==> src/clr_pkg.sv <==
`timescale 1ns / 1ps
// ----------------------------------------------------------------------------
// clr_pkg
// Shared types and constants of the clipped line rasterizer.
// ----------------------------------------------------------------------------
package clr_pkg;

  // Item opcodes
  typedef enum logic {
    OP_LOAD = 1'b0,
    OP_STEP = 1'b1
  } clr_opcode_t;

  localparam int COLOR_BITS     = 32;
  localparam int CFG_INDEX_BITS = 3;

  // Configuration register indexes
  localparam logic [CFG_INDEX_BITS-1:0] CFG_CLIP_ENABLE = 3'd0;
  localparam logic [CFG_INDEX_BITS-1:0] CFG_CLIP_LEFT   = 3'd1;
  localparam logic [CFG_INDEX_BITS-1:0] CFG_CLIP_RIGHT  = 3'd2;
  localparam logic [CFG_INDEX_BITS-1:0] CFG_CLIP_TOP    = 3'd3;
  localparam logic [CFG_INDEX_BITS-1:0] CFG_CLIP_BOTTOM = 3'd4;

  // Command queue between front and back
  localparam int QUEUE_DEPTH = 2;
  localparam int QPTR_BITS   = (QUEUE_DEPTH > 1) ? $clog2(QUEUE_DEPTH) : 1;
  localparam int QCNT_BITS   = $clog2(QUEUE_DEPTH + 1);

  // Queue status seen by both ends
  typedef struct packed {
    logic full;
    logic empty;
  } clr_q_status_t;

endpackage

==> src/clipped_line_rasterizer.sv <==
`timescale 1ns / 1ps
// ----------------------------------------------------------------------------
// clipped_line_rasterizer
// Bresenham line rasterizer with an optional clip window.
// ----------------------------------------------------------------------------
// Takes one item per clock while in_stall is low and returns exactly one
// result per item. A load item latches a line; each step item on an active
// line reports the current pixel (written only inside the clip window when
// clipping is on) and advances it. Items pass through the two-entry command
// queue behind the setup front end, then the output register of the step
// unit. The step unit retires one item per clock while out_stall is low, as
// the error update and coordinate advance are combinational. Configuration
// writes are always ready and are meant to be made while the block is idle.
module clipped_line_rasterizer #(
  parameter int COORD_BITS = 12
) (
  input  logic                                 clk,
  input  logic                                 rst,
  input  logic                                 cfg_valid,
  output logic                                 cfg_ready,
  input  logic [clr_pkg::CFG_INDEX_BITS-1:0]   cfg_index,
  input  logic [COORD_BITS-1:0]                cfg_data,
  input  logic                                 in_valid,
  output logic                                 in_stall,
  input  logic                                 opcode,
  input  logic signed [COORD_BITS-1:0]         start_x,
  input  logic signed [COORD_BITS-1:0]         start_y,
  input  logic signed [COORD_BITS-1:0]         end_x,
  input  logic signed [COORD_BITS-1:0]         end_y,
  input  logic [clr_pkg::COLOR_BITS-1:0]       line_color,
  output logic                                 out_valid,
  input  logic                                 out_stall,
  output logic                                 pixel_write,
  output logic signed [COORD_BITS-1:0]         pixel_x,
  output logic signed [COORD_BITS-1:0]         pixel_y,
  output logic [clr_pkg::COLOR_BITS-1:0]       pixel_color,
  output logic                                 line_done
);
  import clr_pkg::*;

  localparam int ENTRY_BITS = 6 * COORD_BITS + 2 + (COORD_BITS + 2) + 2 + COLOR_BITS;

  clr_q_status_t         q_status;
  logic                  q_push, q_pop;
  logic [ENTRY_BITS-1:0] q_in, q_out;

  assign cfg_ready = 1'b1;

  // Setup and classification
  clr_front #(
    .COORD_BITS (COORD_BITS),
    .ENTRY_BITS (ENTRY_BITS)
  ) u_front (
    .in_valid   (in_valid),
    .in_stall   (in_stall),
    .opcode     (opcode),
    .start_x    (start_x),
    .start_y    (start_y),
    .end_x      (end_x),
    .end_y      (end_y),
    .line_color (line_color),
    .q_status   (q_status),
    .q_push     (q_push),
    .q_data     (q_in)
  );

  // Command queue
  clr_queue #(
    .WIDTH (ENTRY_BITS)
  ) u_queue (
    .clk       (clk),
    .rst       (rst),
    .push      (q_push),
    .push_data (q_in),
    .pop       (q_pop),
    .pop_data  (q_out),
    .status    (q_status)
  );

  // Step unit and result register
  clr_back #(
    .COORD_BITS (COORD_BITS),
    .ENTRY_BITS (ENTRY_BITS)
  ) u_back (
    .clk         (clk),
    .rst         (rst),
    .cfg_we      (cfg_valid),
    .cfg_index   (cfg_index),
    .cfg_data    (cfg_data),
    .q_status    (q_status),
    .q_data      (q_out),
    .q_pop       (q_pop),
    .out_valid   (out_valid),
    .out_stall   (out_stall),
    .pixel_write (pixel_write),
    .pixel_x     (pixel_x),
    .pixel_y     (pixel_y),
    .pixel_color (pixel_color),
    .line_done   (line_done)
  );

endmodule

==> src/clr_front.sv <==
`timescale 1ns / 1ps
// ----------------------------------------------------------------------------
// clr_front
// Accepts items, classifies them and computes the line setup for loads.
// ----------------------------------------------------------------------------
module clr_front #(
  parameter int COORD_BITS = 12,
  parameter int ENTRY_BITS = 6 * COORD_BITS + 2 + (COORD_BITS + 2) + 2 + 32
) (
  input  logic                         in_valid,
  output logic                         in_stall,
  input  logic                         opcode,
  input  logic signed [COORD_BITS-1:0] start_x,
  input  logic signed [COORD_BITS-1:0] start_y,
  input  logic signed [COORD_BITS-1:0] end_x,
  input  logic signed [COORD_BITS-1:0] end_y,
  input  logic [clr_pkg::COLOR_BITS-1:0] line_color,
  input  clr_pkg::clr_q_status_t       q_status,
  output logic                         q_push,
  output logic [ENTRY_BITS-1:0]        q_data
);
  import clr_pkg::*;

  localparam int CW = COORD_BITS;
  localparam int EW = COORD_BITS + 2;

  logic [CW:0]   diff_x, diff_y, neg_x, neg_y;
  logic          x_gt, y_gt;
  logic [CW-1:0] delta_x, delta_y;
  logic [EW-1:0] err_init;
  logic          zero_len;
  clr_opcode_t   op;

  // Stall while the queue has no room; push every accepted item
  assign in_stall = q_status.full;
  assign q_push   = in_valid && !q_status.full;
  assign op       = clr_opcode_t'(opcode);

  // Absolute deltas and step directions
  always_comb begin
    diff_x  = {end_x[CW-1], end_x} - {start_x[CW-1], start_x};
    diff_y  = {end_y[CW-1], end_y} - {start_y[CW-1], start_y};
    neg_x   = -diff_x;
    neg_y   = -diff_y;
    x_gt    = end_x > start_x;
    y_gt    = end_y > start_y;
    delta_x = x_gt ? diff_x[CW-1:0] : neg_x[CW-1:0];
    delta_y = y_gt ? diff_y[CW-1:0] : neg_y[CW-1:0];
  end

  // Initial error: half the major delta, or minus half of dy
  always_comb begin
    if (delta_x > delta_y) begin
      err_init = {2'b00, delta_x} >> 1;
    end else begin
      err_init = -({2'b00, delta_y} >> 1);
    end
  end

  assign zero_len = (start_x == end_x) && (start_y == end_y);

  // Pack the command for the back end
  assign q_data = {op, zero_len, start_x, start_y, end_x, end_y,
                   delta_x, delta_y, !x_gt, !y_gt, err_init, line_color};

endmodule

==> src/clr_queue.sv <==
`timescale 1ns / 1ps
// ----------------------------------------------------------------------------
// clr_queue
// Short register queue that decouples the front end from the back end.
// ----------------------------------------------------------------------------
module clr_queue #(
  parameter int WIDTH = 8
) (
  input  logic                   clk,
  input  logic                   rst,
  input  logic                   push,
  input  logic [WIDTH-1:0]       push_data,
  input  logic                   pop,
  output logic [WIDTH-1:0]       pop_data,
  output clr_pkg::clr_q_status_t status
);
  import clr_pkg::*;

  logic [WIDTH-1:0]     entries [QUEUE_DEPTH];
  logic [QPTR_BITS-1:0] wr_ptr, rd_ptr;
  logic [QCNT_BITS-1:0] count;

  assign status.full  = (count == QCNT_BITS'(QUEUE_DEPTH));
  assign status.empty = (count == '0);
  assign pop_data     = entries[rd_ptr];

  // Advance pointers and count
  always_ff @(posedge clk) begin
    if (rst) begin
      wr_ptr <= '0;
      rd_ptr <= '0;
      count  <= '0;
    end else begin
      if (push) begin
        wr_ptr <= (wr_ptr == QPTR_BITS'(QUEUE_DEPTH - 1)) ? '0 : wr_ptr + 1'b1;
      end
      if (pop) begin
        rd_ptr <= (rd_ptr == QPTR_BITS'(QUEUE_DEPTH - 1)) ? '0 : rd_ptr + 1'b1;
      end
      if (push && !pop) begin
        count <= count + 1'b1;
      end else if (pop && !push) begin
        count <= count - 1'b1;
      end
    end
  end

  // Store the pushed item
  always_ff @(posedge clk) begin
    if (push) begin
      entries[wr_ptr] <= push_data;
    end
  end

endmodule

==> src/clr_back.sv <==
`timescale 1ns / 1ps
// ----------------------------------------------------------------------------
// clr_back
// Holds the line state and clip window, steps the line and drives results.
// ----------------------------------------------------------------------------
module clr_back #(
  parameter int COORD_BITS = 12,
  parameter int ENTRY_BITS = 6 * COORD_BITS + 2 + (COORD_BITS + 2) + 2 + 32
) (
  input  logic                                 clk,
  input  logic                                 rst,
  input  logic                                 cfg_we,
  input  logic [clr_pkg::CFG_INDEX_BITS-1:0]   cfg_index,
  input  logic [COORD_BITS-1:0]                cfg_data,
  input  clr_pkg::clr_q_status_t               q_status,
  input  logic [ENTRY_BITS-1:0]                q_data,
  output logic                                 q_pop,
  output logic                                 out_valid,
  input  logic                                 out_stall,
  output logic                                 pixel_write,
  output logic signed [COORD_BITS-1:0]         pixel_x,
  output logic signed [COORD_BITS-1:0]         pixel_y,
  output logic [clr_pkg::COLOR_BITS-1:0]       pixel_color,
  output logic                                 line_done
);
  import clr_pkg::*;

  localparam int CW = COORD_BITS;
  localparam int EW = COORD_BITS + 2;
  localparam logic signed [CW-1:0] COORD_MIN = {1'b1, {(CW-1){1'b0}}};
  localparam logic signed [CW-1:0] COORD_MAX = {1'b0, {(CW-1){1'b1}}};
  localparam logic [CW-1:0]        STEP_POS  = CW'(1);
  localparam logic [CW-1:0]        STEP_NEG  = {CW{1'b1}};

  // Unpacked command
  clr_opcode_t          c_op;
  logic                 c_zero;
  logic signed [CW-1:0] c_sx, c_sy, c_ex, c_ey;
  logic [CW-1:0]        c_dx, c_dy;
  logic                 c_dxn, c_dyn;
  logic [EW-1:0]        c_err;
  logic [COLOR_BITS-1:0] c_color;

  // Line state
  logic signed [CW-1:0] cur_x, cur_y, dest_x, dest_y;
  logic [CW-1:0]        delta_x, delta_y;
  logic                 dir_x_neg, dir_y_neg;
  logic signed [EW-1:0] error_term;
  logic [COLOR_BITS-1:0] held_color;
  logic                 active;

  // Clip window
  logic                 clip_enable;
  logic signed [CW-1:0] clip_left, clip_right, clip_top, clip_bottom;

  // Step logic
  logic signed [EW-1:0] dxs, dys, err_next;
  logic                 adv_x, adv_y, in_window;
  logic signed [CW-1:0] cur_x_next, cur_y_next;
  logic                 active_next, out_free;

  assign {c_op, c_zero, c_sx, c_sy, c_ex, c_ey,
          c_dx, c_dy, c_dxn, c_dyn, c_err, c_color} = q_data;

  // Take a command whenever the output register is free
  assign out_free = !out_valid || !out_stall;
  assign q_pop    = !q_status.empty && out_free;

  // Bresenham step from the current point
  always_comb begin
    dxs         = $signed({2'b00, delta_x});
    dys         = $signed({2'b00, delta_y});
    adv_x       = (error_term > -dxs) && (cur_x != dest_x);
    adv_y       = (error_term < dys) && (cur_y != dest_y);
    err_next    = error_term - (adv_x ? dys : '0) + (adv_y ? dxs : '0);
    cur_x_next  = adv_x ? cur_x + (dir_x_neg ? STEP_NEG : STEP_POS) : cur_x;
    cur_y_next  = adv_y ? cur_y + (dir_y_neg ? STEP_NEG : STEP_POS) : cur_y;
    active_next = !((cur_x_next == dest_x) && (cur_y_next == dest_y));
    in_window   = !clip_enable ||
                  ((cur_x > clip_left) && (cur_x < clip_right) &&
                   (cur_y > clip_top) && (cur_y < clip_bottom));
  end

  // Control state: clip window, active flag, output valid
  always_ff @(posedge clk) begin
    if (rst) begin
      clip_enable <= 1'b0;
      clip_left   <= COORD_MIN;
      clip_right  <= COORD_MAX;
      clip_top    <= COORD_MIN;
      clip_bottom <= COORD_MAX;
      active      <= 1'b0;
      out_valid   <= 1'b0;
    end else begin
      if (cfg_we) begin
        unique case (cfg_index)
          CFG_CLIP_ENABLE: clip_enable <= cfg_data[0];
          CFG_CLIP_LEFT:   clip_left   <= $signed(cfg_data);
          CFG_CLIP_RIGHT:  clip_right  <= $signed(cfg_data);
          CFG_CLIP_TOP:    clip_top    <= $signed(cfg_data);
          CFG_CLIP_BOTTOM: clip_bottom <= $signed(cfg_data);
          default: ;
        endcase
      end
      if (q_pop) begin
        unique case (c_op)
          OP_LOAD: active <= !c_zero;
          OP_STEP: if (active) begin
            active <= active_next;
          end
          default: ;
        endcase
      end
      if (q_pop) begin
        out_valid <= 1'b1;
      end else if (!out_stall) begin
        out_valid <= 1'b0;
      end
    end
  end

  // Line registers and result payload
  always_ff @(posedge clk) begin
    if (q_pop) begin
      unique case (c_op)
        OP_LOAD: begin
          cur_x       <= c_sx;
          cur_y       <= c_sy;
          dest_x      <= c_ex;
          dest_y      <= c_ey;
          delta_x     <= c_dx;
          delta_y     <= c_dy;
          dir_x_neg   <= c_dxn;
          dir_y_neg   <= c_dyn;
          error_term  <= $signed(c_err);
          held_color  <= c_color;
          pixel_write <= 1'b0;
          pixel_x     <= '0;
          pixel_y     <= '0;
          pixel_color <= '0;
          line_done   <= c_zero;
        end
        OP_STEP: begin
          if (active) begin
            cur_x       <= cur_x_next;
            cur_y       <= cur_y_next;
            error_term  <= err_next;
            pixel_write <= in_window;
            pixel_x     <= cur_x;
            pixel_y     <= cur_y;
            pixel_color <= held_color;
            line_done   <= !active_next;
          end else begin
            pixel_write <= 1'b0;
            pixel_x     <= '0;
            pixel_y     <= '0;
            pixel_color <= '0;
            line_done   <= 1'b1;
          end
        end
        default: ;
      endcase
    end
  end

endmodule

==> config.mk <==
export PLATFORM = sky130hd
export DESIGN_NAME = clipped_line_rasterizer
export DESIGN_NICKNAME = d
export VERILOG_FILES = /design/src/clr_pkg.sv /design/src/clipped_line_rasterizer.sv /design/src/clr_front.sv /design/src/clr_queue.sv /design/src/clr_back.sv
export SDC_FILE = /design/constraint.sdc
export NUM_CORES = 1
export LEC_CHECK = 0
export ABC_AREA = 1
export BUFFER_PORTS_ARGS = -buffer_cell sky130_fd_sc_hd__clkbuf_2
export CORE_MARGIN = 3
export CORE_UTILIZATION = 45
export CTS_BUF_LIST = sky130_fd_sc_hd__clkbuf_4 sky130_fd_sc_hd__clkbuf_8
export DETAILED_ROUTE_END_ITERATION = 12
export SLEW_MARGIN = 15
export SYNTH_ARGS = -nofsm -noshare
export SYNTH_HDL_FRONTEND = slang
export SYNTH_SLANG_ARGS = --single-unit
==> constraint.sdc <==
create_clock -name clk -period 8.7 [get_ports clk]
set_input_delay 1.305 -clock clk [delete_from_list [all_inputs] [get_ports clk]]
set_output_delay 1.305 -clock clk [all_outputs]
set_load 0.02 [all_outputs]
==> run metrics, run 1 <==
fraction of registers with async set/reset 0%; xor-xnor portion of the synthesized cell area 2.47%; initial DRC count 1257; Worst path slowest cell fa_1; total CTS buffers 84; first-pass GRT wire length 97300 um; Syn Inst Count 2595; simple-gate share of the synthesized area 19.1%; Syn Area/Cell 9.56 um2; Crit Path Class reg2reg; crit path DAT 6460 ps; die height 241 um; Seq pwr share 34.5%; final wirelength 63000 um; top post-synthesis cells by count nand2_1, edfxtp_1, inv_1; Tmin final 6040 ps; H-tree levels 3; Compound-Gate Fraction of Synth Area 7.41%; CTS tree built; min-delay worst type reg2reg; Slew Limit Fails 0; multiplexer area fraction after synthesis 0%; Post-Synth Adder-Cell Area 8.71%; Register Area 13800 um2; cell mode on critical path nand2_1; Layout Skew 42.1 ps; layout net count 3058; die area 58000 um2; IO Count 162; Setup TNS 0 ps; Die X 241 um; Synth area leaders edfxtp_1, nand2_1, ha_1, inv_1, dfxtp_1; Crit path required time 9120 ps; Cell Area, Synth 24800 um2; worst-skew pair later-pin latency 670 ps; crit-path max FO 17; Resized cells post-CTS 0; Gate power share 46.6%; Fillers 4986; Max-slew headroom 27.5%; Tcrit/Tclk final 69.4%; pre-CTS WS 2480 ps; fin worst setup slack 2660 ps; main combinational cell family by area after synthesis simple AND/OR/NAND/NOR gates; area delta synth->final 13.4%; Clock Tree Buf Depth 3; total power draw 11200 uW; Routed WL per cell 17.7 um; layout cells sized above 1 13.3%; clk root buf clkbuf_8; via count 18300; worst path buffer plus inverter count 3; Leakage Power 0.0127 uW; TritonCTS sink count 478; P_int 6390 uW; post-synthesis net count 2859; Placer Congestion 0.890; switching part of the total 42.7%; post-synthesis register bit count 478; GRT overflow 0; number of antenna violations at the first check in global routing 4; hold-fix buffers at CTS 0; TritonRoute pass-1 iters 7; delay-heaviest family, CP simple AND/OR/NAND/NOR gates; Hold Fails Final Rpt 0; maximum vdd drop 0.187 mV; largest net degree at the start of global routing 80; CTS clock-pin slew for the worst setup and hold paths 60 ps; drt drc 0; Cell Pwr Density 397 nW/um2; Yosys warning total 0; most common cell in the synthesized netlist nand2_1; Rows 85; RSZ-0062 raised after global routing no; core area 54100 um2; Clock power frac 18.9%; number of global-route vias before repair 17800; final setup vio count 0; Worst-Margin Slew 1090 ps; Multi-input gate area 9390 um2; Post-synth EDFFs 422; cell taking the most area after synthesis edfxtp_1; post-detail-place hpwl 44500 um; I/O Buffers 160; unique cell type count in the Yosys netlist 59; vias per cell 5.13; Post-CTS Setup Inserts 0; sequential cell area fraction in the yosys report 55.6%; Routed Antenna Nets 0; Net Sw Power 4770 uW; FMAX 166 MHz; CP peak stage delay 510 ps; All-Layer GR Usage 21.7%; area fraction of the dominant cell type after synthesis 51.1%; Synth Flop Type edfxtp_1; outcome finished clean; Util after Layout 51.9%; Max Cap Viol 0; initial core utilization 45.8%; CP endpoint kind register; Setup crit start kind register
[flip-flops by register name (all words and copies together), names as in the netlist, 14 cells and up, named ones only]
| name | count |
|---|---|
| u_back.pixel_color | 32 |
| u_back.held_color | 32 |
| u_queue.entries | 244 |
| u_back.error_term | 14 |
[stage by stage]
step	hold WS (ps)	instances	cell area (um2)
floorplan	423	2595	24800
global placement	435	3403	26400
detailed placement	435	3403	26400
CTS	453	3554	28100
global route	485	3558	28100
finish	450	3558	28100
[per-layer routing]
| layer | wire length [um] | vias to the layer above | part of all wire, % | global-route usage, % |
|---|---|---|---|---|
| met2 | 29800 | 524 | 47 | 35.8 |
| li1 | - | 9024 | - | - |
| met4 | 1250 | 2 | 2.0 | 6.99 |
| met3 | 3600 | 93 | 5.7 | 3.34 |
| met5 | 20 | - | 0.032 | 0 |
| met1 | 28300 | 8626 | 45 | 29.6 |
[logic make-up (layout without fill, tap and decap cells)]
kind of cell	after synthesis	in the layout
simple gates	1135	1135
flops	478	478
buf+inv	433	697
compound gates	316	316
fa+ha+maj	163	163
xor+xnor	69	69
other cells	1	4
[power by group through the flow]
| stage | clock network [uW] | registers, uW | logic (uW) |
|---|---|---|---|
| floorplan | 0 | 3970 | 3610 |
| global placement | 0 | 3880 | 5040 |
| detailed placement | 0 | 3900 | 5170 |
| CTS | 2160 | 3850 | 5190 |
| global route | 2270 | 3910 | 5920 |
| finish | 2100 | 3850 | 5200 |
[final cells by class]
| class | count | share of cell area, % |
|---|---|---|
| well taps | 696 | 3.10 |
| inverters | 367 | 4.91 |
| diodes | 3 | 0.0267 |
| multi-input cells | 1684 | 33.4 |
| clock buffers | 114 | 4.93 |
| repair buffers | 179 | 3.43 |
| flip-flops and latches | 478 | 49.1 |
| clock inverters | 37 | 1.13 |
[path summary, 6_finish.rpt]
| check | startpoint | slack [ps] | end | cells past startpoint |
|---|---|---|---|---|
| max | u_back.delta_x[1]$_DFFE_PP_ | 2660 | u_back.error_term[13]$_DFFE_PP_ | 35 |
| min reg2reg | u_queue.rd_ptr$_SDFFE_PP0P_ | 450 | register | 1 |
| max reg2reg | u_back.delta_x[1]$_DFFE_PP_ | 2660 | u_back.error_term[13]$_DFFE_PP_ | 35 |
| min | u_queue.rd_ptr$_SDFFE_PP0P_ | 450 | register | 1 |
[worst register-to-register path, delay by kind of cell, from the launching register on]
kind	cells	cell delay (ps)
compound gates	5	870
xor+xnor	1	130
fa+ha+maj	3	1150
buf+inv	3	180
flops	1	420
simple gates	23	3040
[cells in the final DEF, fill, tap and decap left out, types with 31 or more instances in the layout]
cell type,Yosys,layout
nor2_1,168,165
dfxtp_1,56,55
clkbuf_8,0,85
xor2_1,47,47
ha_1,147,147
a21oi_1,121,120
nand2_1,769,769
nand3_1,96,96
edfxtp_1,422,422
inv_1,360,357
a31oi_1,31,31
clkbuf_2,0,160
o21ai_0,83,83
No activity file was read; power rests on OpenSTA's default activity.
==> inputs of run 2 (changes only) <==
--- a/config.mk
+++ b/config.mk
@@ -5,7 +5,7 @@
 export SDC_FILE = /design/constraint.sdc
 export NUM_CORES = 1
 export LEC_CHECK = 0
-export ABC_AREA = 1
+export ABC_AREA = 0
 export BUFFER_PORTS_ARGS = -buffer_cell sky130_fd_sc_hd__clkbuf_2
 export CORE_MARGIN = 3
 export CORE_UTILIZATION = 45
==> constraint.sdc (replaced) <==
create_clock -name clk -period 5 [get_ports clk]
set_input_delay 0.75 -clock clk [delete_from_list [all_inputs] [get_ports clk]]
set_output_delay 0.75 -clock clk [all_outputs]
set_load 0.02 [all_outputs]
==> run metrics, run 2 <==
GRT overflow 0 (unchanged); number of antenna violations at the first check in global routing 2 (-2); unique cell type count in the Yosys netlist 86 (+46%); Post-DP Area 27300 um2 (+3.4%); post-synthesis register bit count 478 (unchanged); pre-CTS WS -523 ps (-3010 ps); Seq pwr share 33.5% (-1.0 points); fraction of registers with async set/reset 0% (unchanged); I/O Buffers 160 (unchanged); Most flops, register u_queue.entries; Post-synth EDFFs 422 (unchanged); die height 238 um (-1.0%); crit path DAT 5690 ps (-770 ps); top post-synthesis cells by count edfxtp_1, inv_1, nand2_1; largest net degree at the start of global routing 108 (+35%); hold-fix buffers at CTS 0 (unchanged); Cell Area, Synth 24300 um2 (-2.0%); met2 Track Usage GR 33.8% (-2.0 points); Max-slew headroom 22.7% (-4.8 points); area fraction of the dominant cell type after synthesis 52.2% (+1.1 points); crit-path max FO 4 (-13); initial core utilization 45.9% (+0.051 points); switching part of the total 38.1% (-4.7 points); Cell Pwr Density 657 nW/um2 (+66%); TritonRoute pass-1 iters 5 (-2); Multi-input gate area 9850 um2 (+4.9%); post-detail-place hpwl 43600 um (-2.2%); CTS clock-pin slew for the worst setup and hold paths 60 ps (about the same); Synth area leaders edfxtp_1, ha_1, dfxtp_1, mux2_2, inv_1; fin worst setup slack -311 ps (-2970 ps); layout cells sized above 1 26.8% (+14 points); Crit Path Class reg2reg; Crit path required time 5380 ps (-3740 ps); cell taking the most area after synthesis edfxtp_1; Fillers 4523 (-9.3%); number of global-route vias before repair 16700 (-6.5%); Routed WL per cell 19.4 um (+9.7%); drt drc 0 (unchanged); Max Cap Viol 0 (unchanged); most common cell after layout, fill and taps aside edfxtp_1; Leakage Power 0.0119 uW (-5.9%); P_int 11800 uW (+85%); IO Count 162 (unchanged); Placer Congestion 0.916 (+2.9%); total power draw 19100 uW (+71%); min-delay worst type in2reg; first-pass GRT wire length 92900 um (-4.5%); final setup vio count 8 (+8); All-Layer GR Usage 21.1% (-0.55 points); max FFs per register 244 (unchanged); maximum vdd drop 0.383 mV (+100%); Hold Fails Final Rpt 0 (unchanged); Die X 238 um (-1.0%); clk root buf clkbuf_8; TritonCTS sink count 478 (unchanged); RSZ-0062 raised after global routing yes; via count 16500 (-9.8%); grt met3 use 3.11% (-0.23 points); CP peak stage delay 560 ps (+50 ps); Setup crit start kind register; worst-skew pair later-pin latency 660 ps (about the same); most common cell in the synthesized netlist edfxtp_1; H-tree levels 3 (unchanged); Net Sw Power 7260 uW (+52%); CTS tree built; Layout Skew 37.3 ps (-4.87 ps); Clock Tree Buf Depth 3 (unchanged); Tcrit/Tclk final 106% (+37 points); sequential cell area fraction in the yosys report 56.8% (+1.2 points); core area 53000 um2 (-2.1%); outcome complete, but fails checks; most used routing layer met2; post-synthesis net count 2246 (-21%); initial DRC count 1076 (-14%); Rows 84 (-1.2%); Gate power share 48.4% (+1.8 points); Tmin final 5310 ps (-727 ps); Setup TNS -1690 ps (-1690 ps); Clock power frac 18.1% (-0.8 points); layout net count 2611 (-15%); Register Area 13800 um2 (unchanged); die area 56800 um2 (-2.0%); Largest regs u_queue.entries (244), u_back.held_color (32), u_back.pixel_color (32); Syn Inst Count 1982 (-24%); Synth Flop Type edfxtp_1; vias per cell 5.33 (+3.8%); Slew Limit Fails 0 (unchanged); final wirelength 60000 um (-4.7%); antenna diode count 0 (-3); met1 usage 29.9% (+0.23 points); Placed Cells 2945 (-13%); area delta synth->final 19.5%; FMAX 188 MHz (+14%); failing checks setup timing; Syn Area/Cell 12.3 um2 (+28%); Worst path slowest cell or4_4; non-filler instance count after layout 3091 (-13%); most frequent cells in the layout edfxtp_1, buf_4, inv_1, clkbuf_2, nand2_1; Yosys warning total 0 (unchanged); Finished Cell Area 29000 um2 (+3.2%); total CTS buffers 80 (-4.8%); Worst-Margin Slew 1160 ps (+72.1 ps); Routed Antenna Nets 0 (unchanged); CP endpoint kind register
[run 2: changes by cell type after synthesis, sizes merged, moves of 31 or more]
cell and delta:
a211oi +31, and3 +67, inv -193, mux2 +97
mux2i +41, nand2 -635, nand3 -78, nor2 -77
nor2b +38, o21ai -49, xnor2 +47
[run 2: area by class of cell]
type                       count  area share [%]
multi-input combinational   1266            33.9
inverter                     174            2.27
clock buffer                 117            4.95
clock inverter                21           0.586
timing repair buffer         347            7.75
sequential                   478            47.5
tap                          688            2.97
[run 2: final timing paths]
kind	startpoint	end	slack, ps	depth (start not counted)
hold reg to reg	u_back.clip_top[5]$_SDFFE_PP0P_	u_back.clip_top[5]$_SDFFE_PP0P_	450	2
setup / recovery	u_back.delta_x[5]$_DFFE_PP_	u_back.error_term[13]$_DFFE_PP_	-310	25
hold / removal	line_color[7]	u_queue.entries[1][7]$_DFFE_PP_	290	1
setup reg to reg	u_back.delta_x[5]$_DFFE_PP_	u_back.error_term[13]$_DFFE_PP_	-310	25
[run 2: layer usage]
layer / vias to the layer above / wire length, um
li1: 7989 / -
met1: 8005 / 28100
met2: 395 / 27800
met3: 90 / 2770
met4: 0 / 1330
met5: - / 0
[run 2: worst max-delay path, delay by kind of cell (launching register included)]
family,cells,cell delay (ps)
AOI/OAI and AO/OA,11,1580
xor gates and xnor gates,2,320
adders and majority gates,3,930
buffers and inverters,1,70
DFF,1,380
and+or+nand+nor,8,1760
[run 2: what timing repair did]
action / 4_1_cts / 5_1_grt
gates resized for setup: 12 / 10
setup buffers: 1 / 8
pin swaps: 11 / 19
endpoints found under the setup margin: 9 / 13
[run 2: logic make-up after synthesis]
| kind of cell | count (synthesis) | share of synthesized area (%) |
|---|---|---|
| compound gates | 327 | 8.92 |
| mux | 138 | 6.18 |
| simple gates | 515 | 10.8 |
| flops | 478 | 56.8 |
| xor+xnor | 122 | 4.66 |
| buf+inv | 238 | 3.75 |
| fa+ha+maj | 163 | 8.89 |
| other cells | 1 | 0.0154 |
[run 2: metrics by stage]
stage,utilization [%],hold WS [ps]
after global routing,54.8,234
after global placement,51.5,444
after CTS,54.6,212
after floorplan,-,436
after detailed placement,51.5,447
final,54.8,288
[run 2: power by group through the flow]
stage / clock network [uW] / registers, uW / logic (uW)
2_1_floorplan: 0 / 6560 / 5710
3_3_place_gp: 0 / 6440 / 8550
3_5_place_dp: 0 / 6470 / 8710
4_1_cts: 3550 / 6390 / 8930
5_1_grt: 3730 / 6480 / 10200
6_report: 3450 / 6390 / 9230
==> inputs of run 3 (changes only) <==
==> constraint.sdc (replaced) <==
create_clock -name clk -period 4.4 [get_ports clk]
set_input_delay 0.66 -clock clk [delete_from_list [all_inputs] [get_ports clk]]
set_output_delay 0.66 -clock clk [all_outputs]
set_load 0.02 [all_outputs]
==> run metrics, run 3 (synthesis gave the netlist of run 2 again) <==
maximum vdd drop 0.578 mV (+51%); CP endpoint kind register; area delta synth->final 25.5%; Worst-Margin Slew 1110 ps (-53.5 ps); CP peak stage delay 570 ps (about the same); worst path buffer plus inverter count 2 (+1); Tmin final 5370 ps (+58.8 ps); Top Layer Used met4; H-tree levels 3 (unchanged); GRT overflow 0 (unchanged); I/O Buffers 160 (unchanged); Cell Pwr Density 760 nW/um2 (+16%); core area 53000 um2 (unchanged); layout net count 2721 (+4.2%); post-detail-place hpwl 43800 um (+0.48%); worst-skew pair later-pin latency 660 ps (about the same); flop2flop setup slack -970 ps (-660 ps); Met3 Routed Length 2800 um (+1.1%); die height 238 um (unchanged); fin worst setup slack -970 ps (-659 ps); clk root buf clkbuf_8; IO Count 162 (unchanged); initial DRC count 1021 (-5.1%); Crit Path Class reg2reg; Placer Congestion 0.934 (+2.0%); Setup crit start kind register; initial core utilization 45.9% (unchanged); All-Layer GR Usage 21.5% (+0.39 points); delay-heaviest family, CP compound AO/OA/AOI/OAI gates; Largest regs u_queue.entries (244), u_back.held_color (32), u_back.pixel_color (32); total CTS buffers 82 (+2.5%); Crit path required time 4770 ps (-610 ps); final setup vio count 20 (+12); Leakage Power 0.0127 uW (+6.4%); failing checks setup timing; drt drc 0 (unchanged); first-pass GRT wire length 94600 um (+1.9%); Die X 238 um (unchanged); Fillers 4455 (-1.5%); RSZ-0062 raised after global routing yes; CTS clock-pin slew for the worst setup and hold paths 70 ps (about the same); TritonRoute pass-1 iters 5 (unchanged); max FFs per register 244 (unchanged); largest net degree at the start of global routing 142 (+31%); Placed Cells 3039 (+3.2%); Max Cap Viol 0 (unchanged); Routed Antenna Nets 0 (unchanged); die area 56800 um2 (unchanged); outcome complete, but fails checks; Most flops, register u_queue.entries; Register Area 13800 um2 (unchanged); Routed WL per cell 19.1 um (-1.6%); met2 routed wirelength 28100 um (+0.88%); Clock Tree Buf Depth 3 (unchanged); most common cell after layout, fill and taps aside edfxtp_1; Slew Limit Fails 0 (unchanged); via count 16900 (+2.5%); FMAX 186 MHz (-1.1%); Rows 84 (unchanged); non-filler instance count after layout 3211 (+3.9%); crit path DAT 5740 ps (+50 ps); vias per cell 5.26 (-1.4%); TritonCTS sink count 478 (unchanged); met1 wire length 28600 um (+1.9%); CTS tree built; final wirelength 61300 um (+2.2%); total power draw 23200 uW (+21%); Multi-input gate area 10300 um2 (+4.2%); crit-path max FO 4 (unchanged); number of antenna violations at the first check in global routing 3 (+1); layout cells sized above 1 31.8% (+5.0 points); most frequent cells in the layout edfxtp_1, buf_4, inv_1, clkbuf_2, nand2_1; Layout Skew 27.2 ps (-10.1 ps); number of global-route vias before repair 17200 (+3.1%); Worst path slowest cell or4_4; Hold Fails Final Rpt 0 (unchanged); hold-fix buffers at CTS 0 (unchanged); min-delay worst type in2reg; Max-slew headroom 26.3% (+3.6 points); Tcrit/Tclk final 122% (+16 points)
==> run 3: cell types whose count changed in the layout (fill, tap and decap cells not counted), moves of 6 or more <==
cell / change
ha_1: -7
clkinv_2: +7
buf_4: +95
clkinv_1: +7
ha_4: +6
buf_6: +9
xnor2_1: -9
xnor2_2: +7
==> run 3: timing repair <==
item,CTS,global route
hold endpoints to repair,0,0
endpoints found under the setup margin,30,43
buffers inserted,13,14
pin swaps,23,39
gates resized for setup,19,73
cloned,0,1
==> run 3: cell type report <==
class	instances	share of cell area [%]
timing repair buffer	454	10.3
antenna	1	0.00821
sequential	478	45.3
inverter	174	2.21
multi-input combinational	1267	33.7
clock buffer	112	4.54
clock inverter	37	1.18
tap	688	2.82
==> run 3: per-layer routing <==
metal / vias to the layer above / GRT usage, %
met5: - / 0
met4: 0 / 8.67
met3: 97 / 3.44
met2: 398 / 33.6
met1: 8178 / 30.3
li1: 8210 / -
==> run 3: final timing paths <==
| kind | startpoint | cells past startpoint | to |
|---|---|---|---|
| setup / recovery | u_back.delta_x[5]$_DFFE_PP_ | 26 | u_back.error_term[11]$_DFFE_PP_ |
| hold / removal | line_color[24] | 1 | u_queue.entries[0][24]$_DFFE_PP_ |
| setup reg to reg | u_back.delta_x[5]$_DFFE_PP_ | 26 | u_back.error_term[11]$_DFFE_PP_ |
| hold reg to reg | u_back.clip_left[2]$_SDFFE_PP0P_ | 2 | u_back.clip_left[2]$_SDFFE_PP0P_ |
==> run 3: report_power, final <==
group,switching [uW],leakage (uW),internal (uW)
Sequential,481,0.00442,6620
Clock,1810,0.000914,2410
Combinational,6400,0.00735,5430
==> run 3: stage by stage <==
step | hold WS [ps] | util (%) | cell area (um2) | worst slack, ps | setup TNS [ps]
floorplan | 436 | - | 24600 | -1050 | -11390
global placement | 442 | 53.2 | 28200 | -1050 | -23070
detailed placement | 448 | 53.2 | 28200 | -1170 | -28250
CTS | 128 | 56.8 | 30100 | -1040 | -9670
global route | 145 | 57.6 | 30500 | -1290 | -15250
finish | 200 | 57.6 | 30500 | -970 | -9410
